`config.mk`:
```
export PLATFORM = sky130hd
export DESIGN_NAME = running_mean_stddev_min_max
export DESIGN_NICKNAME = d
export VERILOG_FILES = /design/src/hdl/rmsmm_pkg.sv /design/src/hdl/rmsmm_dp.sv /design/src/hdl/rmsmm_ctrl.sv /design/src/hdl/running_mean_stddev_min_max.sv
export VERILOG_INCLUDE_DIRS = /design/src /design/src/hdl
export SDC_FILE = /design/constraint.sdc
export NUM_CORES = 2
export LEC_CHECK = 0
export BUFFER_PORTS_ARGS = -buffer_cell sky130_fd_sc_hd__buf_2
export CAP_MARGIN = 20
export CORE_UTILIZATION = 35
export CTS_CLUSTER_SIZE = 28
export DETAILED_ROUTE_END_ITERATION = 10
export HOLD_SLACK_MARGIN = 0.08
export PLACE_DENSITY = 0.49
export SLEW_MARGIN = 20
export SYNTH_ARGS = -nofsm -noshare
export SYNTH_HDL_FRONTEND = slang
export SYNTH_SLANG_ARGS = --single-unit
```
`constraint.sdc`:
```
create_clock -name aclk -period 21.5 [get_ports aclk]
set_input_delay 3.225 -clock aclk [delete_from_list [all_inputs] [get_ports aclk]]
set_output_delay 3.225 -clock aclk [all_outputs]
set_load 0.01 [all_outputs]
```
`src/hdl/running_mean_stddev_min_max_assert.svh`:
```
// ----------------------------------------------------------------------------
// Running statistics assertion macros
// Shorthand for clocked assertions on aclk, disabled while aresetn is low.
// ----------------------------------------------------------------------------
`ifndef RUNNING_MEAN_STDDEV_MIN_MAX_ASSERT_SVH
`define RUNNING_MEAN_STDDEV_MIN_MAX_ASSERT_SVH

// Consequent must hold in the same cycle as the antecedent.
`define RMSMM_ASSERT_SAME(label, ante, cons, msg) \
    label: assert property (@(posedge aclk) disable iff (!aresetn) (ante) |-> (cons)) \
        else $error(msg);

// Consequent must hold in the cycle after the antecedent.
`define RMSMM_ASSERT_NEXT(label, ante, cons, msg) \
    label: assert property (@(posedge aclk) disable iff (!aresetn) (ante) |=> (cons)) \
        else $error(msg);

`endif

```
`src/hdl/rmsmm_pkg.sv`:
```
// ----------------------------------------------------------------------------
// Running statistics package
// Fixed widths, item op codes, datapath commands and width helpers.
// ----------------------------------------------------------------------------
package rmsmm_pkg;

    localparam int SUM_W = 40;
    localparam int SQ_W  = 56;
    localparam int STD_W = 16;
    localparam int OP_W  = 2;

    typedef enum logic [OP_W-1:0] {
        OP_ADD   = 2'd0,
        OP_MERGE = 2'd1,
        OP_FINAL = 2'd2,
        OP_CLEAR = 2'd3
    } item_op_t;

    typedef enum logic [3:0] {
        DP_NOP         = 4'd0,
        DP_LOAD        = 4'd1,
        DP_CLEAR       = 4'd2,
        DP_COMMIT      = 4'd3,
        DP_DIV_STEP    = 4'd4,
        DP_MEAN_SAVE   = 4'd5,
        DP_MUL_STEP    = 4'd6,
        DP_MULB_LOAD   = 4'd7,
        DP_SUB         = 4'd8,
        DP_DIV_RESTART = 4'd9,
        DP_SQRT_LOAD   = 4'd10,
        DP_SQRT_STEP   = 4'd11,
        DP_EMIT        = 4'd12
    } dp_op_t;

    // Work register width: holds n*sumsq and sum^2, rounded up to even for
    // the two-bits-per-step square root.
    function automatic int acc_width(input int cb);
        int w;
        w = (cb + SQ_W > 2 * SUM_W) ? cb + SQ_W : 2 * SUM_W;
        return ((w + 1) / 2) * 2;
    endfunction

    // Multiplier operand width: the count or the sum magnitude.
    function automatic int mul_width(input int cb);
        return (cb > SUM_W) ? cb : SUM_W;
    endfunction

endpackage

```
`src/hdl/rmsmm_dp.sv`:
```
// ----------------------------------------------------------------------------
// Running statistics datapath
// Accumulator state, item operand registers, shift-add multiplier,
// restoring divider, digit-by-digit square root and result register.
// ----------------------------------------------------------------------------
module rmsmm_dp import rmsmm_pkg::*; #(
    parameter int COUNT_BITS  = 24,
    parameter int SAMPLE_BITS = 16
) (
    input  logic                          aclk,
    input  logic                          aresetn,
    input  dp_op_t                        dp_op,
    input  logic signed [SAMPLE_BITS-1:0] sample,
    input  logic        [COUNT_BITS-1:0]  part_count,
    input  logic signed [SUM_W-1:0]       part_sum,
    input  logic        [SQ_W-1:0]        part_sumsq,
    input  logic signed [SAMPLE_BITS-1:0] part_min,
    input  logic signed [SAMPLE_BITS-1:0] part_max,
    input  logic                          item_is_add,
    output logic                          count_zero,
    output logic signed [SAMPLE_BITS-1:0] mean,
    output logic        [STD_W-1:0]       std_dev,
    output logic signed [SAMPLE_BITS-1:0] minimum,
    output logic signed [SAMPLE_BITS-1:0] maximum,
    output logic        [COUNT_BITS-1:0]  sample_count,
    output logic                          empty_res,
    output logic                          overflowed
);

    localparam int CB    = COUNT_BITS;
    localparam int SB    = SAMPLE_BITS;
    localparam int ACC_W = acc_width(COUNT_BITS);
    localparam int MUL_W = mul_width(COUNT_BITS);

    localparam logic [ACC_W-1:0] MEAN_POS_MAX = ACC_W'(2 ** (SB - 1) - 1);
    localparam logic [ACC_W-1:0] MEAN_NEG_MAG = ACC_W'(2 ** (SB - 1));
    localparam logic [ACC_W-1:0] STD_MAX      = ACC_W'(2 ** STD_W - 1);

    // accumulator state
    logic        [CB-1:0]    count_reg, count_next;
    logic signed [SUM_W-1:0] sum_reg, sum_next;
    logic        [SQ_W-1:0]  sumsq_reg, sumsq_next;
    logic signed [SB-1:0]    min_reg, min_next, max_reg, max_next;
    logic                    ovf_reg, ovf_next;

    // operands of the pending add or merge
    logic        [CB-1:0]    oc_reg, oc_next;
    logic signed [SUM_W-1:0] os_reg, os_next;
    logic        [SQ_W-1:0]  oq_reg, oq_next;
    logic signed [SB-1:0]    omin_reg, omin_next, omax_reg, omax_next;

    // finalize work registers
    logic [ACC_W-1:0] wa_reg, wa_next, wb_reg, wb_next, wc_reg, wc_next;
    logic [MUL_W-1:0] wm_reg, wm_next;
    logic [CB-1:0]    rem_reg, rem_next;
    logic signed [SB-1:0] mean_reg, mean_next;

    // result register
    logic signed [SB-1:0]    res_mean_reg, res_mean_next;
    logic        [STD_W-1:0] res_std_reg, res_std_next;
    logic signed [SB-1:0]    res_min_reg, res_min_next, res_max_reg, res_max_next;
    logic        [CB-1:0]    res_cnt_reg, res_cnt_next;
    logic                    res_empty_reg, res_empty_next, res_ovf_reg, res_ovf_next;

    logic        [SUM_W-1:0] sum_mag;
    logic signed [2*SB-1:0]  sq_prod;
    logic        [CB:0]      nc;
    logic signed [SUM_W:0]   ns;
    logic        [SQ_W:0]    nq;
    logic                    fits;
    logic        [CB+1:0]    div_trial;
    logic                    div_ok;
    logic signed [SB-1:0]    mean_sat;
    logic        [ACC_W-1:0] sq_rem, sq_try;
    logic        [ACC_W:0]   sq_diff;

    assign count_zero = (count_reg == '0);

    always_comb begin
        sum_mag = sum_reg[SUM_W-1] ? ($unsigned(~sum_reg) + SUM_W'(1)) : $unsigned(sum_reg);
        sq_prod = sample * sample;

        nc   = {1'b0, count_reg} + {1'b0, oc_reg};
        ns   = {sum_reg[SUM_W-1], sum_reg} + {os_reg[SUM_W-1], os_reg};
        nq   = {1'b0, sumsq_reg} + {1'b0, oq_reg};
        fits = !nc[CB] && (ns[SUM_W] == ns[SUM_W-1]) && !nq[SQ_W];

        div_trial = {1'b0, rem_reg, wa_reg[ACC_W-1]} - {2'b00, count_reg};
        div_ok    = !div_trial[CB+1];

        // truncated quotient magnitude in wa, clamp to the sample range
        if (!sum_reg[SUM_W-1]) begin
            mean_sat = (wa_reg > MEAN_POS_MAX) ? {1'b0, {(SB-1){1'b1}}} : wa_reg[SB-1:0];
        end else begin
            mean_sat = (wa_reg > MEAN_NEG_MAG) ? {1'b1, {(SB-1){1'b0}}}
                                               : SB'(-wa_reg[SB-1:0]);
        end

        sq_rem  = {wc_reg[ACC_W-3:0], wa_reg[ACC_W-1:ACC_W-2]};
        sq_try  = {wb_reg[ACC_W-3:0], 2'b01};
        sq_diff = {1'b0, sq_rem} - {1'b0, sq_try};
    end

    always_comb begin
        count_next = count_reg;
        sum_next   = sum_reg;
        sumsq_next = sumsq_reg;
        min_next   = min_reg;
        max_next   = max_reg;
        ovf_next   = ovf_reg;
        oc_next    = oc_reg;
        os_next    = os_reg;
        oq_next    = oq_reg;
        omin_next  = omin_reg;
        omax_next  = omax_reg;
        wa_next    = wa_reg;
        wb_next    = wb_reg;
        wc_next    = wc_reg;
        wm_next    = wm_reg;
        rem_next   = rem_reg;
        mean_next  = mean_reg;
        res_mean_next  = res_mean_reg;
        res_std_next   = res_std_reg;
        res_min_next   = res_min_reg;
        res_max_next   = res_max_reg;
        res_cnt_next   = res_cnt_reg;
        res_empty_next = res_empty_reg;
        res_ovf_next   = res_ovf_reg;

        unique case (dp_op)
            DP_NOP: begin
            end
            DP_LOAD: begin
                if (item_is_add) begin
                    oc_next   = CB'(1);
                    os_next   = SUM_W'(sample);
                    oq_next   = SQ_W'($unsigned(sq_prod));
                    omin_next = sample;
                    omax_next = sample;
                end else begin
                    oc_next   = part_count;
                    os_next   = part_sum;
                    oq_next   = part_sumsq;
                    omin_next = part_min;
                    omax_next = part_max;
                end
                // prime the mean division in case this is a finalize
                wa_next  = ACC_W'(sum_mag);
                rem_next = '0;
            end
            DP_CLEAR: begin
                count_next = '0;
                sum_next   = '0;
                sumsq_next = '0;
                min_next   = '0;
                max_next   = '0;
                ovf_next   = 1'b0;
            end
            DP_COMMIT: begin
                if (oc_reg != '0) begin
                    if (!fits) begin
                        ovf_next = 1'b1;
                    end else begin
                        count_next = nc[CB-1:0];
                        sum_next   = ns[SUM_W-1:0];
                        sumsq_next = nq[SQ_W-1:0];
                        if (count_reg == '0) begin
                            min_next = omin_reg;
                            max_next = omax_reg;
                        end else begin
                            if (omin_reg < min_reg) min_next = omin_reg;
                            if (omax_reg > max_reg) max_next = omax_reg;
                        end
                    end
                end
            end
            DP_DIV_STEP: begin
                wa_next = {wa_reg[ACC_W-2:0], div_ok};
                if (div_ok) begin
                    rem_next = div_trial[CB-1:0];
                end else begin
                    rem_next = {rem_reg[CB-2:0], wa_reg[ACC_W-1]};
                end
            end
            DP_MEAN_SAVE: begin
                mean_next = mean_sat;
                wa_next   = '0;
                wb_next   = ACC_W'(sumsq_reg);
                wm_next   = MUL_W'(count_reg);
            end
            DP_MUL_STEP: begin
                if (wm_reg[0]) wa_next = wa_reg + wb_reg;
                wb_next = {wb_reg[ACC_W-2:0], 1'b0};
                wm_next = {1'b0, wm_reg[MUL_W-1:1]};
            end
            DP_MULB_LOAD: begin
                wc_next = wa_reg;
                wa_next = '0;
                wb_next = ACC_W'(sum_mag);
                wm_next = MUL_W'(sum_mag);
            end
            DP_SUB: begin
                // inconsistent sums give zero variance
                wa_next  = (wc_reg >= wa_reg) ? (wc_reg - wa_reg) : '0;
                rem_next = '0;
            end
            DP_DIV_RESTART: begin
                rem_next = '0;
            end
            DP_SQRT_LOAD: begin
                wb_next = '0;
                wc_next = '0;
            end
            DP_SQRT_STEP: begin
                wa_next = {wa_reg[ACC_W-3:0], 2'b00};
                if (!sq_diff[ACC_W]) begin
                    wc_next = sq_diff[ACC_W-1:0];
                    wb_next = {wb_reg[ACC_W-2:0], 1'b1};
                end else begin
                    wc_next = sq_rem;
                    wb_next = {wb_reg[ACC_W-2:0], 1'b0};
                end
            end
            DP_EMIT: begin
                res_ovf_next = ovf_reg;
                if (count_reg == '0) begin
                    res_mean_next  = '0;
                    res_std_next   = '0;
                    res_min_next   = '0;
                    res_max_next   = '0;
                    res_cnt_next   = '0;
                    res_empty_next = 1'b1;
                end else begin
                    res_mean_next  = mean_reg;
                    res_std_next   = (wb_reg > STD_MAX) ? '1 : wb_reg[STD_W-1:0];
                    res_min_next   = min_reg;
                    res_max_next   = max_reg;
                    res_cnt_next   = count_reg;
                    res_empty_next = 1'b0;
                end
            end
            default: begin
            end
        endcase
    end

    always_ff @(posedge aclk) begin
        if (!aresetn) begin
            count_reg <= '0;
            sum_reg   <= '0;
            sumsq_reg <= '0;
            min_reg   <= '0;
            max_reg   <= '0;
            ovf_reg   <= 1'b0;
        end else begin
            count_reg <= count_next;
            sum_reg   <= sum_next;
            sumsq_reg <= sumsq_next;
            min_reg   <= min_next;
            max_reg   <= max_next;
            ovf_reg   <= ovf_next;
        end
    end

    always_ff @(posedge aclk) begin
        oc_reg        <= oc_next;
        os_reg        <= os_next;
        oq_reg        <= oq_next;
        omin_reg      <= omin_next;
        omax_reg      <= omax_next;
        wa_reg        <= wa_next;
        wb_reg        <= wb_next;
        wc_reg        <= wc_next;
        wm_reg        <= wm_next;
        rem_reg       <= rem_next;
        mean_reg      <= mean_next;
        res_mean_reg  <= res_mean_next;
        res_std_reg   <= res_std_next;
        res_min_reg   <= res_min_next;
        res_max_reg   <= res_max_next;
        res_cnt_reg   <= res_cnt_next;
        res_empty_reg <= res_empty_next;
        res_ovf_reg   <= res_ovf_next;
    end

    assign mean         = res_mean_reg;
    assign std_dev      = res_std_reg;
    assign minimum      = res_min_reg;
    assign maximum      = res_max_reg;
    assign sample_count = res_cnt_reg;
    assign empty_res    = res_empty_reg;
    assign overflowed   = res_ovf_reg;

endmodule

```
`src/hdl/rmsmm_ctrl.sv`:
```
// ----------------------------------------------------------------------------
// Running statistics controller
// Sequences item intake, commit and the finalize phases; owns the step
// counter and the result valid flag.
// ----------------------------------------------------------------------------
`include "running_mean_stddev_min_max_assert.svh"

module rmsmm_ctrl import rmsmm_pkg::*; #(
    parameter int COUNT_BITS = 24
) (
    input  logic     aclk,
    input  logic     aresetn,
    input  logic     in_valid,
    input  item_op_t in_op,
    output logic     in_ready,
    output logic     out_valid,
    input  logic     out_ready,
    input  logic     count_zero,
    output dp_op_t   dp_op
);

    localparam int ACC_W = acc_width(COUNT_BITS);
    localparam int MUL_W = mul_width(COUNT_BITS);
    localparam int CNT_W = $clog2(ACC_W);

    localparam logic [CNT_W-1:0] DIV_LAST  = CNT_W'(ACC_W - 1);
    localparam logic [CNT_W-1:0] MUL_LAST  = CNT_W'(MUL_W - 1);
    localparam logic [CNT_W-1:0] SQRT_LAST = CNT_W'(ACC_W / 2 - 1);

    typedef enum logic [13:0] {
        ST_IDLE     = 14'h0001,
        ST_COMMIT   = 14'h0002,
        ST_MEAN     = 14'h0004,
        ST_MEAN_SV  = 14'h0008,
        ST_MUL_A    = 14'h0010,
        ST_MULB_LD  = 14'h0020,
        ST_MUL_B    = 14'h0040,
        ST_SUB      = 14'h0080,
        ST_DIV_A    = 14'h0100,
        ST_DIV_RST  = 14'h0200,
        ST_DIV_B    = 14'h0400,
        ST_SQ_LD    = 14'h0800,
        ST_SQRT     = 14'h1000,
        ST_EMIT     = 14'h2000
    } ctrl_state_t;

    ctrl_state_t      state_reg, state_next;
    logic [CNT_W-1:0] cnt_reg, cnt_next;
    logic             out_valid_reg, out_valid_next;
    logic             accept;
    logic             out_free;
    logic             cnt_done;

    assign in_ready  = (state_reg == ST_IDLE);
    assign accept    = in_valid && in_ready;
    assign out_free  = !out_valid_reg || out_ready;
    assign cnt_done  = (cnt_reg == '0);
    assign out_valid = out_valid_reg;

    always_comb begin
        state_next     = state_reg;
        cnt_next       = cnt_reg - 1'b1;
        dp_op          = DP_NOP;
        out_valid_next = out_valid_reg && !out_ready;

        unique case (state_reg)
            ST_IDLE: begin
                if (accept) begin
                    unique case (in_op) inside
                        OP_ADD, OP_MERGE: begin
                            dp_op      = DP_LOAD;
                            state_next = ST_COMMIT;
                        end
                        OP_CLEAR: begin
                            dp_op = DP_CLEAR;
                        end
                        OP_FINAL: begin
                            dp_op      = DP_LOAD;
                            state_next = count_zero ? ST_EMIT : ST_MEAN;
                            cnt_next   = DIV_LAST;
                        end
                        default: begin
                        end
                    endcase
                end
            end
            ST_COMMIT: begin
                dp_op      = DP_COMMIT;
                state_next = ST_IDLE;
            end
            ST_MEAN: begin
                dp_op = DP_DIV_STEP;
                if (cnt_done) state_next = ST_MEAN_SV;
            end
            ST_MEAN_SV: begin
                dp_op      = DP_MEAN_SAVE;
                state_next = ST_MUL_A;
                cnt_next   = MUL_LAST;
            end
            ST_MUL_A: begin
                dp_op = DP_MUL_STEP;
                if (cnt_done) state_next = ST_MULB_LD;
            end
            ST_MULB_LD: begin
                dp_op      = DP_MULB_LOAD;
                state_next = ST_MUL_B;
                cnt_next   = MUL_LAST;
            end
            ST_MUL_B: begin
                dp_op = DP_MUL_STEP;
                if (cnt_done) state_next = ST_SUB;
            end
            ST_SUB: begin
                dp_op      = DP_SUB;
                state_next = ST_DIV_A;
                cnt_next   = DIV_LAST;
            end
            ST_DIV_A: begin
                dp_op = DP_DIV_STEP;
                if (cnt_done) state_next = ST_DIV_RST;
            end
            ST_DIV_RST: begin
                dp_op      = DP_DIV_RESTART;
                state_next = ST_DIV_B;
                cnt_next   = DIV_LAST;
            end
            ST_DIV_B: begin
                dp_op = DP_DIV_STEP;
                if (cnt_done) state_next = ST_SQ_LD;
            end
            ST_SQ_LD: begin
                dp_op      = DP_SQRT_LOAD;
                state_next = ST_SQRT;
                cnt_next   = SQRT_LAST;
            end
            ST_SQRT: begin
                dp_op = DP_SQRT_STEP;
                if (cnt_done) state_next = ST_EMIT;
            end
            ST_EMIT: begin
                // hold until the result register is free
                if (out_free) begin
                    dp_op          = DP_EMIT;
                    out_valid_next = 1'b1;
                    state_next     = ST_IDLE;
                end
            end
            default: begin
                state_next = ST_IDLE;
            end
        endcase
    end

    always_ff @(posedge aclk) begin
        if (!aresetn) begin
            state_reg     <= ST_IDLE;
            cnt_reg       <= '0;
            out_valid_reg <= 1'b0;
        end else begin
            state_reg     <= state_next;
            cnt_reg       <= cnt_next;
            out_valid_reg <= out_valid_next;
        end
    end

    `RMSMM_ASSERT_NEXT(a_add_commits, accept && (in_op == OP_ADD || in_op == OP_MERGE), state_reg == ST_COMMIT, "accepted add or merge not committed")
    `RMSMM_ASSERT_NEXT(a_emit_valid, state_reg == ST_EMIT && out_free, out_valid_reg, "finalize result not presented")
    `RMSMM_ASSERT_SAME(a_no_overwrite, out_valid_reg && !out_ready, dp_op != DP_EMIT, "pending result overwritten")
    `RMSMM_ASSERT_NEXT(a_sqrt_ends, state_reg == ST_SQRT && cnt_done, state_reg == ST_EMIT, "square root overran")

endmodule

```
`src/hdl/running_mean_stddev_min_max.sv`:
```
// Add, merge: accepted in idle, committed next cycle, no item taken meanwhile.
// Clear: applied at the accepting edge. Empty finalize: the emit state waits
// for a free result register. Finalize: mean division, two products,
// subtraction, two divisions and the square root, by the one-bit-per-cycle
// units, then emit. aresetn (synchronous, active low) zeroes count, sums, min,
// max, overflow flag, result valid; idles the controller; no clearing pass.
// ----------------------------------------------------------------------------
// Running mean, standard deviation, minimum and maximum accumulator
// Stream in add, merge, finalize and clear items; finalize streams out one
// statistics result and leaves the accumulator untouched.
// ----------------------------------------------------------------------------
module running_mean_stddev_min_max import rmsmm_pkg::*; #(
    parameter int COUNT_BITS  = 24,
    parameter int SAMPLE_BITS = 16,
    localparam int S_TDATA_W = ((3 * SAMPLE_BITS + COUNT_BITS + SUM_W + SQ_W + 7) / 8) * 8,
    localparam int M_TDATA_W = ((3 * SAMPLE_BITS + STD_W + COUNT_BITS + 7) / 8) * 8
) (
    input  logic                 aclk,
    input  logic                 aresetn,
    input  logic                 s_axis_tvalid,
    output logic                 s_axis_tready,
    // sample, part_count, part_sum, part_sumsq, part_min, part_max
    input  logic [S_TDATA_W-1:0] s_axis_tdata,
    // op
    input  logic [OP_W-1:0]      s_axis_tuser,
    output logic                 m_axis_tvalid,
    input  logic                 m_axis_tready,
    // mean, std_dev, minimum, maximum, sample_count
    output logic [M_TDATA_W-1:0] m_axis_tdata,
    // empty_res, overflowed
    output logic [1:0]           m_axis_tuser
);

    // input field offsets in tdata, lowest first
    localparam int OFS_PCNT = SAMPLE_BITS;
    localparam int OFS_PSUM = OFS_PCNT + COUNT_BITS;
    localparam int OFS_PSQ  = OFS_PSUM + SUM_W;
    localparam int OFS_PMIN = OFS_PSQ + SQ_W;
    localparam int OFS_PMAX = OFS_PMIN + SAMPLE_BITS;

    dp_op_t                        dp_op;
    logic                          count_zero;
    item_op_t                      in_op;
    logic signed [SAMPLE_BITS-1:0] mean, minimum, maximum;
    logic        [STD_W-1:0]       std_dev;
    logic        [COUNT_BITS-1:0]  sample_count;
    logic                          empty_res, overflowed;

    assign in_op = item_op_t'(s_axis_tuser);

    // Controller: takes a transfer only in idle, runs the finalize phases,
    // and holds the result valid until the sink takes it.
    rmsmm_ctrl #(
        .COUNT_BITS (COUNT_BITS)
    ) u_ctrl (
        .aclk       (aclk),
        .aresetn    (aresetn),
        .in_valid   (s_axis_tvalid),
        .in_op      (in_op),
        .in_ready   (s_axis_tready),
        .out_valid  (m_axis_tvalid),
        .out_ready  (m_axis_tready),
        .count_zero (count_zero),
        .dp_op      (dp_op)
    );

    // Datapath: payload is captured straight off the bus on the accepting
    // edge, so tdata need only be stable while tvalid and tready are high.
    rmsmm_dp #(
        .COUNT_BITS  (COUNT_BITS),
        .SAMPLE_BITS (SAMPLE_BITS)
    ) u_dp (
        .aclk         (aclk),
        .aresetn      (aresetn),
        .dp_op        (dp_op),
        .sample       (s_axis_tdata[SAMPLE_BITS-1:0]),
        .part_count   (s_axis_tdata[OFS_PCNT +: COUNT_BITS]),
        .part_sum     (s_axis_tdata[OFS_PSUM +: SUM_W]),
        .part_sumsq   (s_axis_tdata[OFS_PSQ +: SQ_W]),
        .part_min     (s_axis_tdata[OFS_PMIN +: SAMPLE_BITS]),
        .part_max     (s_axis_tdata[OFS_PMAX +: SAMPLE_BITS]),
        .item_is_add  (in_op == OP_ADD),
        .count_zero   (count_zero),
        .mean         (mean),
        .std_dev      (std_dev),
        .minimum      (minimum),
        .maximum      (maximum),
        .sample_count (sample_count),
        .empty_res    (empty_res),
        .overflowed   (overflowed)
    );

    // Pack the result register, padding tdata with zeros to whole bytes.
    assign m_axis_tdata = M_TDATA_W'({sample_count, maximum, minimum, std_dev, mean});
    assign m_axis_tuser = {overflowed, empty_res};

endmodule

```
==> impl_metrics.env <==
export IMPL_status="finished clean"
export IMPL_overflow=0
export IMPL_period_needed_ns=10.16
export IMPL_initial_core_util_pct=35.3
export IMPL_drtIter0Drc=4173
export IMPL_wl_mm=234
export IMPL_reg2reg_depth=15
export IMPL_grt_pass1_wl_mm=347
export IMPL_drv_cap=0
export IMPL_h_tree_depth=3
export IMPL_rows=156
export IMPL_fmaxAchievable_ghz=0.0984
export IMPL_crit_buf_inv=6
export IMPL_place_area_um2=67300
export IMPL_syn_area_um2=63900
export IMPL_core_region_area_um2=181000
export IMPL_fin_skew_ns=0.0524
export IMPL_p_leak_uw=0.0298
export IMPL_r2r_slack_ns=15.28
export IMPL_finalHoldViolCount=0
export IMPL_cp_end_kind="register"
export IMPL_period_share_pct=47.3
export IMPL_path_class="primary input to register"
export IMPL_synthFlopType="edfxtp_1"
export IMPL_grt_pass1_vias=54800
export IMPL_min_from="u_ctrl.cnt_reg[0]"
export IMPL_crit_slowest_cell="clkinv_1"
export IMPL_drc=0
export IMPL_num_vias=54800
export IMPL_cts_sinks=737
export IMPL_drive_gt1_share_pct=7.88
export IMPL_cts_buffers=97
export IMPL_final_cells=9772
export IMPL_whs_endpoint="u_ctrl.cnt_reg[0]"
export IMPL_fp_dieW_um=429
export IMPL_avgSynthCellArea_um2=8.78
export IMPL_reg2reg_to="u_dp.wc_reg[43]"
export IMPL_synthCells=7274
export IMPL_fin_util_pct=39.1
export IMPL_via_per_inst=5.60
export IMPL_grt_max_degree=100
export IMPL_dp_hpwl_mm=185
export IMPL_die_y_um=429
export IMPL_synth_cell_type_count=97
export IMPL_cts_tree="done"
export IMPL_power_density_nw_per_um2=97.7
export IMPL_tns_ns=0
export IMPL_holdBufCountCts=0
export IMPL_areaGrowthSynthToFinish_pct=10.7
export IMPL_syn_nets=8193
export IMPL_ys_seq_area_share_pct=31.9
export IMPL_critical_path_max_stage_delay_ns=0.61
export IMPL_rsz0062_at_grt="no"
export IMPL_synth_top_area_share_pct=26.4
export IMPL_io_pins=266
export IMPL_path_max_fanout=17
export IMPL_grtUsageTotal_pct=24.7
export IMPL_cp_start_kind="primary input"
export IMPL_drtPass1Iterations=6
export IMPL_arrival_ns=10.62
export IMPL_cts_setup_buffers=0
export IMPL_ant_nets=0
export IMPL_cts_root_buffer_cell="clkbuf_16"
export IMPL_critPathRequiredTime_ns=21.96
export IMPL_gp_congestion=0.957
export IMPL_dieArea_um2=184000
export IMPL_path_common_cell="fa_1"
export IMPL_design_area_um2=70700
export IMPL_clock_latency_ns=0.76
export IMPL_synth_edf_count=562
export IMPL_synth_warnings=0
export IMPL_ys_top_cells_by_area="edfxtp_1 26%, ha_1 9.9%, fa_1 7.6%"
export IMPL_detail_route_wl_per_cell_um=24.0
export IMPL_final_max_slew_viol_count=0
export IMPL_io_buffers=265
export IMPL_critPathTopFamily="adder cells"
export IMPL_ir_drop_uv=97.5
export IMPL_reg2reg_from="u_dp.wa_reg[79]"
export IMPL_relSlewSlack_pct=23.7
export IMPL_worstMarginPinSlew_ns=1.14
export IMPL_clkTransAtPathRegs_ns=0.06
export IMPL_cts_resized=0
export IMPL_synthArstFlopShare_pct=0
export IMPL_holdPathStages=1
export IMPL_dpl_cell_count=9588
export IMPL_hold_class="register to register"
export IMPL_antenna_found_initial=6
export IMPL_synth_largest_area_cell="edfxtp_1"
export IMPL_ys_ff_latch=737
export IMPL_fin_nets=8236
export IMPL_setup_viol_count_final=0
export IMPL_cts_max_path_buffers=3
==> cells in the final DEF (no fill, tap or decap), types with 100 or more instances in the layout <==
cell	netlist	routed
buf_2	17	264
nand2_1	830	826
inv_1	657	657
xor2_1	159	159
nor2_1	449	445
a21oi_1	542	542
clkbuf_16	0	100
xnor2_1	263	263
dfxtp_1	175	174
and2_1	121	121
edfxtp_1	562	562
fa_1	241	241
o21ai_0	386	385
nand3_1	188	186
a21o_1	277	277
nand4_1	115	115
ha_1	504	504
==> power by group <==
group          switching (uW)  total, uW  internal (uW)
Combinational            1980       3380           1400
Clock                     694       1730           1040
Sequential                102       1790           1690
==> Yosys cell counts (18+ instances only) <==
master and count:
nand2_1 830, inv_1 657, edfxtp_1 562, a21oi_1 542, ha_1 504, nor2_1 449, o21ai_0 386, clkbuf_1 342
a21o_1 277, xnor2_1 263, fa_1 241, nand3_1 188, dfxtp_1 175, xor2_1 159, and2_1 121, nand4_1 115
nor3_1 95, a31oi_1 92, a22o_1 91, o21bai_1 86, o31ai_1 82, a22oi_1 80, nor4_1 69, o21a_1 68
nor2b_1 67, a222oi_1 55, and3_1 47, nand2b_1 42, o211ai_1 42, mux2i_1 41, a211oi_1 39, or3_1 36
o21ai_1 35, buf_1 23, o221ai_1 23, a221oi_1 20, or2_2 20, a21boi_0 18, a221o_1 18
==> stage by stage <==
| step | hold slack, ns | setup slack [ns] | power (uW) |
|---|---|---|---|
| final | 0.473 | 11.34 | 6900 |
| after global routing | 0.497 | 10.76 | 7480 |
| after CTS | 0.471 | 11.27 | 6970 |
| after detailed placement | 0.459 | 10.44 | 5210 |
| after global placement | 0.451 | 10.63 | 5170 |
| after floorplan | 0.409 | 6.69 | 4440 |
==> worst max-delay path by stage <==
stage | depth (start not counted) | from | slack, ns | to
after detailed placement | 25 | s_axis_tdata[15] | 10.44 | u_dp.oq_reg[30]
after CTS | 25 | s_axis_tdata[15] | 11.27 | u_dp.oq_reg[30]
final | 25 | s_axis_tdata[15] | 11.34 | u_dp.oq_reg[30]
after floorplan | 5 | m_axis_tready | 6.69 | u_dp.wa_reg[0]
after global routing | 25 | s_axis_tdata[15] | 10.76 | u_dp.oq_reg[30]
after global placement | 25 | s_axis_tdata[15] | 10.63 | u_dp.oq_reg[30]
==> cell type report <==
type,count,area [um2]
fill,18500,110000
multi-input combinational,5487,39600
sequential,737,20400
tap,2370,2970
clock buffer,132,2730
inverter,659,2470
timing repair buffer,335,1860
clock inverter,50,649
antenna,2,5.00
==> cells by family after synthesis <==
| kind of cell | Yosys count | share of synthesized area, % |
|---|---|---|
| AND/OR/NAND/NOR | 2162 | 15.9 |
| flip-flops | 737 | 31.9 |
| buffers and inverters | 1050 | 6.28 |
| adder cells (fa/ha/maj) | 745 | 17.4 |
| AO/OA/AOI/OAI | 2110 | 21.9 |
| XOR/XNOR | 423 | 5.81 |
| multiplexers | 47 | 0.748 |
==> worst register-to-register path, stage by stage (launching register included) <==
cell and delay, ns:
edfxtp_1 0.60, inv_1 0.38, ha_1 0.37, nor2b_1 0.12
o31a_1 0.29, o31ai_1 0.60, a211oi_1 0.38, o21ai_1 0.50
a211oi_1 0.14, buf_4 0.19, nor3_1 0.90, o31a_2 0.27
buf_4 0.66, nor2_1 0.18, a21oi_1 0.26, o21ai_0 0.11
==> per-layer routing <==
metal  vias up  global-route usage (%)  share of wire, %
li1      26300                       -                 -
met1     26700                    32.4                44
met2      1436                    41.4                47
met3       333                    2.79               4.5
met4         2                    9.82               4.4
met5         -                       0            0.0051
Note: power is estimated with default switching activity, not from simulation.
